`src/rtl/core/lfs_pkg.sv`:
```
// shared types and codes for the length fifo with statistics
// used by lfs_datapath, lfs_ctrl and length_fifo_with_statistics
// no dependencies
package lfs_pkg;

  // command codes carried in the func field
  localparam logic [2:0] FUNC_ENQ = 3'd0;
  localparam logic [2:0] FUNC_DEQ = 3'd1;
  localparam logic [2:0] FUNC_AVG = 3'd2;
  localparam logic [2:0] FUNC_MIN = 3'd3;
  localparam logic [2:0] FUNC_MAX = 3'd4;

  // result status codes
  localparam logic [1:0] STAT_OK    = 2'd0;
  localparam logic [1:0] STAT_EMPTY = 2'd1;
  localparam logic [1:0] STAT_FULL  = 2'd2;

  // input item
  typedef struct packed {
    logic [2:0]  func;
    logic [15:0] msg_length;
  } in_t;

  // result item
  typedef struct packed {
    logic [1:0]  status;
    logic [15:0] length_out;
    logic [23:0] average_q8;
  } out_t;

  // source of the result payload
  typedef enum logic [1:0] {
    SRC_NONE,
    SRC_READ,
    SRC_BEST,
    SRC_QUOT
  } src_t;

  // controller to datapath
  typedef struct packed {
    logic       load_cmd;
    logic       do_enq;
    logic       rd_head;
    logic       do_deq;
    logic       scan_start;
    logic       scan_run;
    logic       div_start;
    logic       out_load;
    logic [1:0] out_status;
    src_t       out_src;
  } cmd_t;

  // datapath to controller
  typedef struct packed {
    logic [2:0] func;
    logic       empty;
    logic       full;
    logic       scan_done;
    logic       div_done;
  } stat_t;

endpackage

```
`src/rtl/core/lfs_ctrl.sv`:
```
// controller state machine: sequences each command and owns the handshakes
// depends on lfs_pkg
module lfs_ctrl (
  input  logic           clk,
  input  logic           rst,
  input  logic           in_valid,
  output logic           in_ready,
  output logic           out_valid,
  input  logic           out_ready,
  input  lfs_pkg::stat_t stat,
  output lfs_pkg::cmd_t  cmd
);

  typedef enum logic [2:0] {
    ST_IDLE,
    ST_EXEC,
    ST_DEQ_WAIT,
    ST_SCAN,
    ST_DIV
  } state_t;

  state_t state;
  state_t state_next;
  logic   slot_free;

  always_comb begin
    logic       imm;
    logic [1:0] imm_status;
    logic       enq_req;
    logic       finish;

    imm        = 1'b0;
    imm_status = lfs_pkg::STAT_OK;
    enq_req    = 1'b0;
    finish     = 1'b0;
    cmd        = '0;
    cmd.out_src = lfs_pkg::SRC_NONE;
    in_ready   = 1'b0;
    state_next = state;
    slot_free  = !out_valid || out_ready;

    unique case (state)
      ST_IDLE: begin
        in_ready = 1'b1;
        if (in_valid) begin
          cmd.load_cmd = 1'b1;
          state_next   = ST_EXEC;
        end
      end
      ST_EXEC: begin
        unique case (stat.func) inside
          lfs_pkg::FUNC_ENQ: begin
            imm = 1'b1;
            if (stat.full) begin
              imm_status = lfs_pkg::STAT_FULL;
            end else begin
              enq_req = 1'b1;
            end
          end
          lfs_pkg::FUNC_DEQ: begin
            if (stat.empty) begin
              imm        = 1'b1;
              imm_status = lfs_pkg::STAT_EMPTY;
            end else begin
              cmd.rd_head = 1'b1;
              state_next  = ST_DEQ_WAIT;
            end
          end
          lfs_pkg::FUNC_AVG: begin
            if (stat.empty) begin
              imm        = 1'b1;
              imm_status = lfs_pkg::STAT_EMPTY;
            end else begin
              cmd.div_start = 1'b1;
              state_next    = ST_DIV;
            end
          end
          lfs_pkg::FUNC_MIN, lfs_pkg::FUNC_MAX: begin
            if (stat.empty) begin
              imm        = 1'b1;
              imm_status = lfs_pkg::STAT_EMPTY;
            end else begin
              cmd.scan_start = 1'b1;
              state_next     = ST_SCAN;
            end
          end
          default: begin
            imm = 1'b1;
          end
        endcase
        if (imm && slot_free) begin
          cmd.do_enq     = enq_req;
          cmd.out_load   = 1'b1;
          cmd.out_status = imm_status;
          finish         = 1'b1;
        end
      end
      ST_DEQ_WAIT: begin
        if (slot_free) begin
          cmd.do_deq   = 1'b1;
          cmd.out_load = 1'b1;
          cmd.out_src  = lfs_pkg::SRC_READ;
          finish       = 1'b1;
        end
      end
      ST_SCAN: begin
        cmd.scan_run = 1'b1;
        if (stat.scan_done && slot_free) begin
          cmd.out_load = 1'b1;
          cmd.out_src  = lfs_pkg::SRC_BEST;
          finish       = 1'b1;
        end
      end
      ST_DIV: begin
        if (stat.div_done && slot_free) begin
          cmd.out_load = 1'b1;
          cmd.out_src  = lfs_pkg::SRC_QUOT;
          finish       = 1'b1;
        end
      end
      default: begin
        state_next = ST_IDLE;
      end
    endcase

    if (finish) begin
      in_ready = 1'b1;
      if (in_valid) begin
        cmd.load_cmd = 1'b1;
        state_next   = ST_EXEC;
      end else begin
        state_next = ST_IDLE;
      end
    end
  end

  always_ff @(posedge clk) begin
    if (rst) begin
      state     <= ST_IDLE;
      out_valid <= 1'b0;
    end else begin
      state <= state_next;
      if (cmd.out_load) begin
        out_valid <= 1'b1;
      end else if (out_ready) begin
        out_valid <= 1'b0;
      end
    end
  end

  // a result is only written into a free or draining output register
  assert property (@(posedge clk) disable iff (rst)
    cmd.out_load |-> (!out_valid || out_ready))
    else $error("result loaded over an untaken result");

  // a new command is taken only when the previous one is finishing
  assert property (@(posedge clk) disable iff (rst)
    (in_valid && in_ready) |-> (state == ST_IDLE || cmd.out_load))
    else $error("command accepted while another is in progress");

  // a finished result leaves the output valid on the next cycle
  assert property (@(posedge clk) disable iff (rst)
    cmd.out_load |=> out_valid)
    else $error("loaded result not presented");

  // full and empty never hold together
  assert property (@(posedge clk) disable iff (rst)
    stat.full |-> !stat.empty)
    else $error("queue reports full and empty");

endmodule

```
`config.mk`:
```
export PLATFORM = sky130hd
export DESIGN_NAME = lfs_ctrl
export DESIGN_NICKNAME = d
export VERILOG_FILES = /design/src/rtl/core/lfs_pkg.sv /design/src/rtl/core/lfs_ctrl.sv
export SDC_FILE = /design/constraint.sdc
export NUM_CORES = 1
export LEC_CHECK = 0
export ABC_AREA = 1
export BUFFER_PORTS_ARGS = -buffer_cell sky130_fd_sc_hd__buf_2
export CORE_AREA = 2 2 39 41
export DETAILED_ROUTE_END_ITERATION = 12
export DIE_AREA = 0 0 41 43
export PLACE_DENSITY = 0.79
export SETUP_SLACK_MARGIN = 0.2
export SYNTH_ARGS = -nofsm -noshare
export SYNTH_HDL_FRONTEND = slang
export SYNTH_SLANG_ARGS = --single-unit
```
`constraint.sdc`:
```
create_clock -name clk -period 1.45 [get_ports clk]
set_input_delay 0.29 -clock clk [delete_from_list [all_inputs] [get_ports clk]]
set_output_delay 0.29 -clock clk [all_outputs]
set_load 0.01 [all_outputs]
```
==> results by group, run 1 <==
Finish
  • Total Nets Final: 153
  • Synthesis-to-layout area growth: 82.8%
  • Share of cells above drive strength 1: about 62%
  • Final non-filler cell total: 156
  • Final instance area: 1000 um^2
  • Antenna cells: 0

Logic synthesis
  • Mean post-synth cell area: 6.08 um^2
  • Synth cell types: 23
  • Mapped Cells: 90
  • Mapped Area: 547 um^2
  • Mapped Nets: 101
  • Synth warn: 0
  • Post-synthesis sequential area ratio: 14.6%
  • #FFs+latches synth: 4

Die
  • Core area: 1380 um^2
  • # rows: 14
  • Die span in y: 43 um
  • Initial Util: 39.5%
  • Die Wd: 41 um
  • I/O pins: 25
  • Die area: 1760 um^2

Clocking
  • CTS clock-pin slew for the worst setup and hold paths: around 0.04 ns
  • Number of hold buffers added after cts: 0
  • CTS max path bufs: 2
  • TritonCTS clock tree: built
  • Worst-skew pair later-pin latency: 0.24 ns
  • Root buffer cell: clkbuf_4
  • Num CTS Buffers: 3
  • Clock sinks: 4
  • CTS H-tree depth: 1

Power
  • Pwr per Cell Area: 1860 nW/um^2
  • Seq pwr share: 12.3%
  • Comb pwr share: 80.2%
  • Worst vdd ir: 960 uV
  • Net Sw Power: 0.897 mW
  • Switch share: 48.2%
  • Share of power burned in the clock network: approximately 7.5%
  • P_int: 0.965 mW
  • Final Power: 1.86 mW
  • Leakage: ~0.56 nW

Global route
  • Initial antenna violation count: 0
  • Remaining Overflow, GRT: 0
  • Pin count of the biggest net entering global routing: 7
  • First-pass GRT wire length: 2540 um
  • Gr usage total: between 20% and 30%
  • Vias in the first global route: roughly 640

Placement
  • Placed insts: 143
  • I/O Buffers: 24
  • Setup WS pre-CTS: -0.0934 ns
  • Post-place instance area: approximately 800 um^2
  • Post-DP HPWL: around 1200 um
  • Gp weighted congestion: 0.864

Worst setup path
  • Slowest CP cell: dfxtp_4
  • Worst path bufs/invs: 2
  • CP Depth: 6
  • Max FO, Critical Path: 6
  • CP startpoint: state[2]
  • Worst path cell trace: nor3_4 -> inv_2 -> nor2_4 -> nand2_4 -> nor3b_2 -> buf_2
  • Slowest stage delay, CP: 0.35 ns
  • Critical setup path kind: reg2out
  • Reg2reg path depth: 11
  • Reg2reg setup slack: -0.18 ns
  • Reg2reg start: state[2]
  • Reg2reg end: state[0]
  • CP startpoint kind: flip-flop
  • Worst EP required: 1.16 ns
  • Delay-heaviest family, CP: simple AND/OR/NAND/NOR gates
  • Crit end category: primary output
  • CP Data Arrival Time: 1.39 ns

Hold path
  • Min-delay worst type: in2reg
  • Hold Startpoint: rst
  • Worst Hold End: state[1]
  • Worst hold stages: 4

STA
  • Final slew viol count: 0
  • Worst Skew: 0.00339 ns
  • Final Hold Viols: 0
  • RSZ-0062 raised after global routing: yes
  • Crit path time final: ~1.7 ns
  • Final setup violation count: 13
  • Post-route setup slack: -0.229 ns
  • Hold slack: 0.333 ns
  • Relative slew slack: 87.2%
  • Max frequency: a little under 600 MHz
  • Worst-Margin Slew: 0.192 ns
  • Crit share post-route: 116%

Run status
  • Status: finished, violations left
  • Failing checks: negative setup slack

Job
  • Max-Cap Viols: 0

Drt
  • Router iterations before antenna repair: 7
  • Detailed Route WL: roughly 1800 um
  • DR vias/cell: 5.01
  • Vias post-DR: 781
  • DRT iter0 DRCs: 14
  • Final ANT Viol Nets: 0
  • # DRC: 0
  • Drt wl/cell: 11.7 um
## repair_timing
action                     CTS  global route
gates resized for setup     14            14
cloned                       0             0
hold endpoints to repair     0             0
pin swaps                    8             4
setup buffers                4             6
setup endpoints to repair   17            17
## cell usage in the layout, fill, tap and decap left out, drive strengths merged
| master | n |
|---|---|
| nand4 | 3 |
| buf | 47 |
| nor2 | 18 |
| clkbuf | 3 |
| a21oi | 2 |
| o21ai | 4 |
| nand2 | 28 |
| and3 | 1 |
| inv | 17 |
| a21boi | 1 |
| nor3b | 2 |
| nand3 | 7 |
| dfxtp | 4 |
| nor3 | 3 |
## state kept, by name, indices dropped and copies added (netlist names)
signal     cells
state          3
out_valid      1
## metrics by stage
stage	utilization [%]	setup TNS (ns)
after floorplan	-	0
after CTS	65.1	-1.24
final	72.2	-1.97
after global placement	58.0	-0.181
after detailed placement	58.0	-0.472
after global routing	72.2	-2.91
## Yosys cell counts
cell,number,share of area (%)
inv_2,3,2.1
a21oi_1,2,1.8
inv_1,14,9.6
nor2_1,12,8.2
nor2_8,1,3.7
and3_1,1,1.1
nor2_4,2,4.1
nand4_1,2,2.3
nand3_2,1,1.8
o21ai_1,2,1.8
o21ai_2,1,1.6
nor3b_1,2,2.7
nand2_2,3,3.4
dfxtp_1,4,15
nand2_4,4,8.2
nand4_2,1,2.3
nand3_1,6,5.5
nor3_1,2,1.8
a21boi_1,1,1.4
nand2_1,21,14
o21ai_0,1,0.91
nor3_4,1,3.0
nor2_2,3,3.4
## per-layer routing
| layer | up-vias | global-route usage [%] | part of all wire, % |
|---|---|---|---|
| met3 | 8 | 6.28 | 5.4 |
| met5 | - | 0 | 0 |
| li1 | 384 | - | - |
| met2 | 30 | 32.5 | 53 |
| met1 | 359 | 25.2 | 39 |
| met4 | 0 | 8.00 | 3.0 |
## power by group through the flow
stage | sequential, mW | combinational, mW | clock (mW)
CTS | 0.222 | 1.25 | 0.144
finish | 0.229 | 1.49 | 0.139
floorplan | 0.210 | 0.730 | 0
global placement | 0.205 | 1.09 | 0
detailed placement | 0.208 | 1.11 | 0
global route | 0.236 | 1.62 | 0.154
## cells by family after synthesis
logic type	after synthesis	share of synthesized area, %
AND/OR/NAND/NOR	62	66.1
flip-flops	4	14.6
AO/OA/AOI/OAI	7	7.55
buffers and inverters	17	11.7
## cell type report
type / instances / area, um^2
Tap cell: 16 / 20.0
Sequential cell: 4 / 90.1
Multi-Input combinational cell: 69 / 474
Timing Repair Buffer: 47 / 327
Inverter: 17 / 66.3
Fill cell: 99 / 384
Clock buffer: 3 / 22.5
## worst min-delay path, cell delays in order
cell	delay (ns)
buf_2	0.07
inv_1	0.07
nand2_1	0.07
nor2_1	0.03
## worst max-delay path by stage
stage / to / slack (ns)
after floorplan: cmd[11] / 0.005
after global placement: cmd[3] / -0.05
after detailed placement: cmd[11] / -0.09
after CTS: cmd[11] / -0.21
after global routing: cmd[11] / -0.30
final: cmd[3] / -0.23
Note: power is estimated with default switching activity, not from simulation.
==> run 2, diff against run 1 <==
- BUFFER_PORTS_ARGS: -buffer_cell sky130_fd_sc_hd__buf_2 -> -buffer_cell sky130_fd_sc_hd__buf_4
- GPL_TIMING_DRIVEN: not set -> 0
==> run 2 against run 1 <==
  * The run still ends with negative setup slack left
  * Die area unchanged
  * Power rose by 8.4%
  * First-iteration DRC count decreased by 14%
  * Via count down 4.4%
  * Cell area up 4.3%
  * Utilization grew 3.1 points
  * Maximum frequency fell by 2.4%
  * Register-to-register slack lost 0.06 ns
  * Count of clock-buffer cells in the layout did not move
  * Non-clock buffer count decreased by 6
  * Sequential cell count did not move
  * Sequential power about the same
  * Critical endpoint is now cmd[11]
  * Largest power group unchanged
  * Highest routed layer unchanged
==> results by group, run 2 (synthesis gave the netlist of run 1 again) <==
Finish
  • Commonest non-fill, non-tap cell in the layout: buf_4 (was buf_2)
  • Core Util, Final: 75.3% (was 72.2%)
  • Most frequent cells in the layout: 35 x buf_4, 13 x nand2_1, 12 x inv_1 (was 21 x buf_2, 19 x buf_4, 17 x nand2_1)
  • Synthesis-to-layout area growth: 90.6% (was 82.8%)
  • # fillers: 90 (was 99)
  • Top Registers: state (3), out_valid (1) (unchanged)
  • Sequential cell area: 90.1 um^2 (unchanged)
  • Multi-input logic area: 513 um^2 (was 474 um^2)
  • Share of cells above drive strength 1: 66.4% (was 62.1%)
  • Antenna cells: 0 (unchanged)
  • Max reg flops: 3 (unchanged)
  • Final instance area: 1040 um^2 (was 1000 um^2)
  • Final non-filler cell total: 150 (was 156)
  • Largest Register: state (unchanged)
  • Total Nets Final: 147 (was 153)

Global route
  • First-pass GRT wire length: 2680 um (was 2540 um)
  • Vias in the first global route: 633 (was 639)
  • Gr usage total: 22.3% (was 20.7%)
  • Remaining Overflow, GRT: 0 (unchanged)
  • Initial antenna violation count: 0 (unchanged)
  • Pin count of the biggest net entering global routing: 6 (was 7)

Worst setup path
  • Worst path bufs/invs: 2 (unchanged)
  • Critical setup path kind: reg2out (unchanged)
  • Slowest CP cell: dfxtp_4 (unchanged)
  • Worst path cell trace: nor3_4 -> inv_2 -> nor2_4 -> nand2_4 -> nand2_4 -> nand2_2 -> nand2_2 -> buf_6 (was nor3_4 -> inv_2 -> nor2_4 -> nand2_4 -> nor3b_2 -> buf_2)
  • Slowest stage delay, CP: 0.35 ns (about the same)
  • Max FO, Critical Path: 5 (was 6)
  • Crit end category: primary output (unchanged)
  • CP Data Arrival Time: 1.43 ns (was 1.39 ns)
  • Delay-heaviest family, CP: simple AND/OR/NAND/NOR gates (unchanged)
  • Worst EP required: 1.16 ns (about the same)
  • CP startpoint kind: flip-flop (unchanged)

Placement
  • Placed insts: 130 (was 143)
  • Post-DP HPWL: 1060 um (was 1210 um)
  • Gp weighted congestion: 0.807 (was 0.864)
  • Post-place instance area: 764 um^2 (was 802 um^2)
  • I/O Buffers: 24 (unchanged)

Clocking
  • CTS max path bufs: 2 (unchanged)
  • Worst-skew pair later-pin latency: 0.24 ns (about the same)
  • CTS clock-pin slew for the worst setup and hold paths: 0.04 ns (about the same)
  • Num CTS Buffers: 3 (unchanged)
  • TritonCTS clock tree: built (unchanged)
  • Root buffer cell: clkbuf_4 (unchanged)
  • Clock sinks: 4 (unchanged)
  • Number of hold buffers added after cts: 0 (unchanged)
  • CTS H-tree depth: 1 (unchanged)

Job
  • Max-Cap Viols: 0 (unchanged)

STA
  • Final Hold Viols: 0 (unchanged)
  • Crit share post-route: 119% (was 116%)
  • Hold slack: 0.333 ns (about the same)
  • Worst-Margin Slew: 0.373 ns (was 0.192 ns)
  • Crit path time final: 1.72 ns (was 1.68 ns)
  • Relative slew slack: 75.1% (was 87.2%)
  • Final slew viol count: 0 (unchanged)
  • Post-route setup slack: -0.270 ns (was -0.229 ns)
  • Worst Skew: 0.00663 ns (was 0.00339 ns)
  • RSZ-0062 raised after global routing: yes (unchanged)
  • Final setup violation count: 13 (unchanged)
  • Setup_tns: -2.57 ns (was -1.97 ns)
  • Max frequency: 581 MHz (was 596 MHz)

Power
  • P_int: 1.04 mW (was 0.965 mW)
  • Seq pwr share: 11.4% (was 12.3%)
  • Leakage: 0.542 nW (was 0.559 nW)
  • Pwr per Cell Area: 1940 nW/um^2 (was 1860 nW/um^2)
  • Switch share: 48.2% (about the same)
  • Share of power burned in the clock network: 7.2% (was 7.5%)
  • Net Sw Power: 0.974 mW (was 0.897 mW)
  • Worst vdd ir: 1190 uV (was 960 uV)
  • Comb pwr share: 81.4% (was 80.2%)

Drt
  • DR vias/cell: 4.98 (was 5.01)
  • Detailed Route WL: 1890 um (was 1830 um)
  • Final ANT Viol Nets: 0 (unchanged)
  • Drt wl/cell: 12.6 um (was 11.7 um)
  • Router iterations before antenna repair: 4 (was 7)
  • DRT iter0 DRCs: 12 (was 14)
  • Vias post-DR: 747 (was 781)
  • # DRC: 0 (unchanged)

Run status
  • Failing checks: negative setup slack (unchanged)
  • Status: finished, violations left (unchanged)

Die
  • I/O pins: 25 (unchanged)
  • Die span in y: 43 um (unchanged)
  • # rows: 14 (unchanged)
  • Core area: 1380 um^2 (unchanged)
  • Initial Util: 39.5% (unchanged)
  • Die area: 1760 um^2 (unchanged)
  • Die Wd: 41 um (unchanged)

Hold path
  • Min-delay worst type: in2reg (unchanged)
-- run 2: worst register-to-register path: stages (launching register included) --
cell     delay (ns)
dfxtp_4        0.35
nor3_4         0.24
buf_4          0.15
buf_6          0.10
buf_6          0.10
nand2_1        0.06
nand2_1        0.08
nand2_2        0.06
nand2_2        0.08
nand3_4        0.10
nand2_4        0.11
nand2_2        0.05
nand2_1        0.06
nor2_1         0.04
-- run 2: worst paths after layout --
| kind | from | end | slack, ns | depth (start not counted) |
|---|---|---|---|---|
| max | state[2] | cmd[11] | -0.27 | 8 |
| min | rst | state[2] | 0.33 | 4 |
| max reg2reg | state[2] | state[1] | -0.24 | 13 |
| min reg2reg | state[0] | state[0] | 0.59 | 4 |
-- run 2: final cells by class --
class / instances / area share, %
Tap cell: 16 / 1.92
Timing Repair Buffer: 41 / 31.7
Clock buffer: 3 / 2.16
Multi-Input combinational cell: 69 / 49.2
Inverter: 17 / 6.36
Sequential cell: 4 / 8.64
-- run 2: layer usage --
layer  wire (um)  global-route usage (%)  up-vias
met4          18                    8.00        0
met2        1000                    33.1       29
met3          99                    7.85        4
met1         765                    28.7      338
met5           0                       0        -
li1            -                       -      376
-- run 2: through the flow --
step                      setup slack (ns)  total power [mW]
final                               -0.270              2.02
after CTS                           -0.240              1.82
after detailed placement            -0.192              1.24
after global placement              -0.154              1.22
after floorplan                    0.00485             0.940
after global routing                -0.359              2.17
-- run 2: repair_timing --
| action | CTS | global route |
|---|---|---|
| setup buffers | 14 | 3 |
| pin swaps | 13 | 5 |
| setup endpoints to repair | 17 | 17 |
| resized for setup | 25 | 11 |
| hold endpoints to repair | 0 | 0 |
-- run 2: power groups by stage --
stage | registers, mW | logic, mW | clock network [mW]
2_1_floorplan | 0.210 | 0.730 | 0
3_3_place_gp | 0.209 | 1.01 | 0
3_5_place_dp | 0.210 | 1.03 | 0
4_1_cts | 0.226 | 1.45 | 0.143
5_1_grt | 0.235 | 1.77 | 0.158
6_report | 0.230 | 1.64 | 0.145
==> run 3, diff against run 2 <==
- SETUP_SLACK_MARGIN: 0.2 -> 0.02
==> run 3 against run 2 <==
  * The run still ends with negative setup slack left
  * Count of clock-buffer cells in the layout did not move
  * Die area did not move
  * Utilization rose by 1.5 points
  * Critical path depth fell by 2
  * Non-clock buffer count rose by 3
  * Routed wire length rose by 29%
  * First-iteration DRC count rose by 130%
  * Global-route usage rose by 5.6 points
  * Sequential power rose by 7%
  * Sequential share of layout area fell by 0.17 points
  * Critical endpoint is now cmd[3]
  * Largest cell class unchanged
==> results by group, run 3 (synthesis gave the netlist of run 1 again) <==
Run status
  • Status: finished, violations left (unchanged)
  • Failing checks: negative setup slack (unchanged)

Worst setup path
  • Delay-heaviest family, CP: simple AND/OR/NAND/NOR gates (unchanged)
  • Slowest stage delay, CP: 0.36 ns (was 0.35 ns)
  • Reg2reg end: state[1] (unchanged)
  • Worst path bufs/invs: 2 (unchanged)
  • Critical setup path kind: reg2out (unchanged)
  • Slowest CP cell: dfxtp_4 (unchanged)
  • Worst EP required: 1.16 ns (about the same)
  • CP startpoint kind: flip-flop (unchanged)
  • Reg2reg path depth: 12 (was 13)
  • Worst path cell trace: nor3_4 -> inv_2 -> nor2_4 -> nand2_4 -> nor3b_2 -> buf_4 (was nor3_4 -> inv_2 -> nor2_4 -> nand2_4 -> nand2_4 -> nand2_2 -> nand2_2 -> buf_6)
  • CP Data Arrival Time: 1.43 ns (about the same)
  • CP startpoint: state[2] (unchanged)
  • Reg2reg setup slack: -0.15 ns (was -0.24 ns)
  • Reg2reg start: state[2] (unchanged)
  • Max FO, Critical Path: 6 (was 5)
  • Crit end category: primary output (unchanged)

Drt
  • Router iterations before antenna repair: 4 (unchanged)
  • Detailed Route WL: 2430 um (was 1890 um)
  • Final ANT Viol Nets: 0 (unchanged)
  • DR vias/cell: 5.40 (was 4.98)
  • DRT iter0 DRCs: 27 (was 12)
  • Vias post-DR: 826 (was 747)
  • # DRC: 0 (unchanged)
  • Drt wl/cell: 15.9 um (was 12.6 um)

Clocking
  • Clock sinks: 4 (unchanged)
  • Num CTS Buffers: 3 (unchanged)
  • CTS max path bufs: 2 (unchanged)
  • Root buffer cell: clkbuf_4 (unchanged)
  • Number of hold buffers added after cts: 0 (unchanged)
  • Worst-skew pair later-pin latency: 0.25 ns (was 0.24 ns)
  • CTS H-tree depth: 1 (unchanged)
  • TritonCTS clock tree: built (unchanged)
  • CTS clock-pin slew for the worst setup and hold paths: 0.04 ns (about the same)

Die
  • I/O pins: 25 (unchanged)
  • Die span in y: 43 um (unchanged)
  • Die Wd: 41 um (unchanged)
  • Initial Util: 39.5% (unchanged)
  • # rows: 14 (unchanged)
  • Die area: 1760 um^2 (unchanged)
  • Core area: 1380 um^2 (unchanged)

Finish
  • Top Registers: state (3), out_valid (1) (unchanged)
  • Largest Register: state (unchanged)
  • Total Nets Final: 150 (was 147)
  • Most frequent cells in the layout: 34 x buf_4, 17 x nand2_1, 12 x inv_1 (was 35 x buf_4, 13 x nand2_1, 12 x inv_1)
  • Core Util, Final: 76.9% (was 75.3%)
  • Antenna cells: 0 (unchanged)
  • Commonest non-fill, non-tap cell in the layout: buf_4 (unchanged)
  • Max reg flops: 3 (unchanged)
  • Synthesis-to-layout area growth: 94.5% (was 90.6%)
  • Share of cells above drive strength 1: 63.5% (was 66.4%)

Global route
  • Vias in the first global route: 779 (was 633)
  • First-pass GRT wire length: 3240 um (was 2680 um)
  • Gr usage total: 28.0% (was 22.3%)
  • Remaining Overflow, GRT: 0 (unchanged)
  • Pin count of the biggest net entering global routing: 7 (was 6)
  • Initial antenna violation count: 0 (unchanged)

STA
  • Relative slew slack: 86.3% (was 75.1%)
  • Max frequency: 583 MHz (was 581 MHz)
  • Crit share post-route: 118% (was 119%)
  • RSZ-0062 raised after global routing: yes (unchanged)
  • Final setup violation count: 14 (was 13)
  • Worst Skew: 0.00374 ns (was 0.00663 ns)
  • Hold slack: 0.311 ns (was 0.333 ns)
  • Post-route setup slack: -0.266 ns (was -0.270 ns)
  • Worst-Margin Slew: 0.205 ns (was 0.373 ns)
  • Crit path time final: 1.72 ns (about the same)
  • Final Hold Viols: 0 (unchanged)
  • Final slew viol count: 0 (unchanged)

Hold path
  • Hold Startpoint: rst (unchanged)
  • Worst hold stages: 4 (unchanged)
  • Min-delay worst type: in2reg (unchanged)
  • Worst Hold End: state[2] (unchanged)

Power
  • Pwr per Cell Area: 1990 nW/um^2 (was 1940 nW/um^2)
  • Final Power: 2.12 mW (was 2.02 mW)
  • Leakage: 0.555 nW (was 0.542 nW)
  • Worst vdd ir: 1190 uV (about the same)

Job
  • Max-Cap Viols: 0 (unchanged)

Placement
  • Setup WS pre-CTS: -0.173 ns (was -0.192 ns)
  • Gp weighted congestion: 0.805 (was 0.807)
  • Post-DP HPWL: 1080 um (was 1060 um)
  • I/O Buffers: 24 (unchanged)
run 3: cell types whose count changed in the layout (fill, tap and decap cells not counted), sizes merged:
cell  previous run  this run
buf             41        44
run 3: final cells by class:
cell class | instances | area, um^2
Clock buffer | 3 | 22.5
Inverter | 17 | 71.3
Sequential cell | 4 | 90.1
Multi-Input combinational cell | 69 | 492
Timing Repair Buffer | 44 | 368
Tap cell | 16 | 20.0
Fill cell | 87 | 320
run 3: power by group:
group          switching (mW)  total (mW)  internal (mW)
Clock                  0.0580       0.151         0.0934
Combinational           0.911        1.72          0.805
Sequential             0.0721       0.247          0.175
Total                    1.04        2.12           1.07
run 3: worst min-delay path, cell delays in order:
cell and delay, ns:
buf_4 0.07, inv_1 0.06, nand2_1 0.07, nor2_1 0.03
run 3: stage by stage:
stage,instances,instance area [um^2],setup TNS [ns]
6_report,153,1060,-2.45
4_1_cts,151,1000,-1.83
3_5_place_dp,130,761,-0.680
5_1_grt,153,1060,-3.27
3_3_place_gp,130,761,-0.484
2_1_floorplan,90,561,-0.00280
run 3: routing by layer:
metal,track usage (%),part of all wire (%)
met5,0,0
met1,28.8,37
met2,45.3,54
met3,11.0,6.1
met4,15.3,2.8
run 3: how the worst max path moves through the flow:
stage / to / slack [ns] / cells after the start
2_1_floorplan: cmd[11] / -0.003 / 8
3_3_place_gp: cmd[11] / -0.16 / 9
3_5_place_dp: cmd[11] / -0.17 / 9
4_1_cts: cmd[11] / -0.23 / 8
5_1_grt: cmd[3] / -0.32 / 6
6_report: cmd[3] / -0.27 / 6
run 3: timing repair:
| item | 4_1_cts | 5_1_grt |
|---|---|---|
| pin swaps | 10 | 7 |
| gates cloned | 0 | 0 |
| buffers inserted | 18 | 4 |
| setup endpoints to repair | 15 | 16 |
| resized for setup | 27 | 12 |
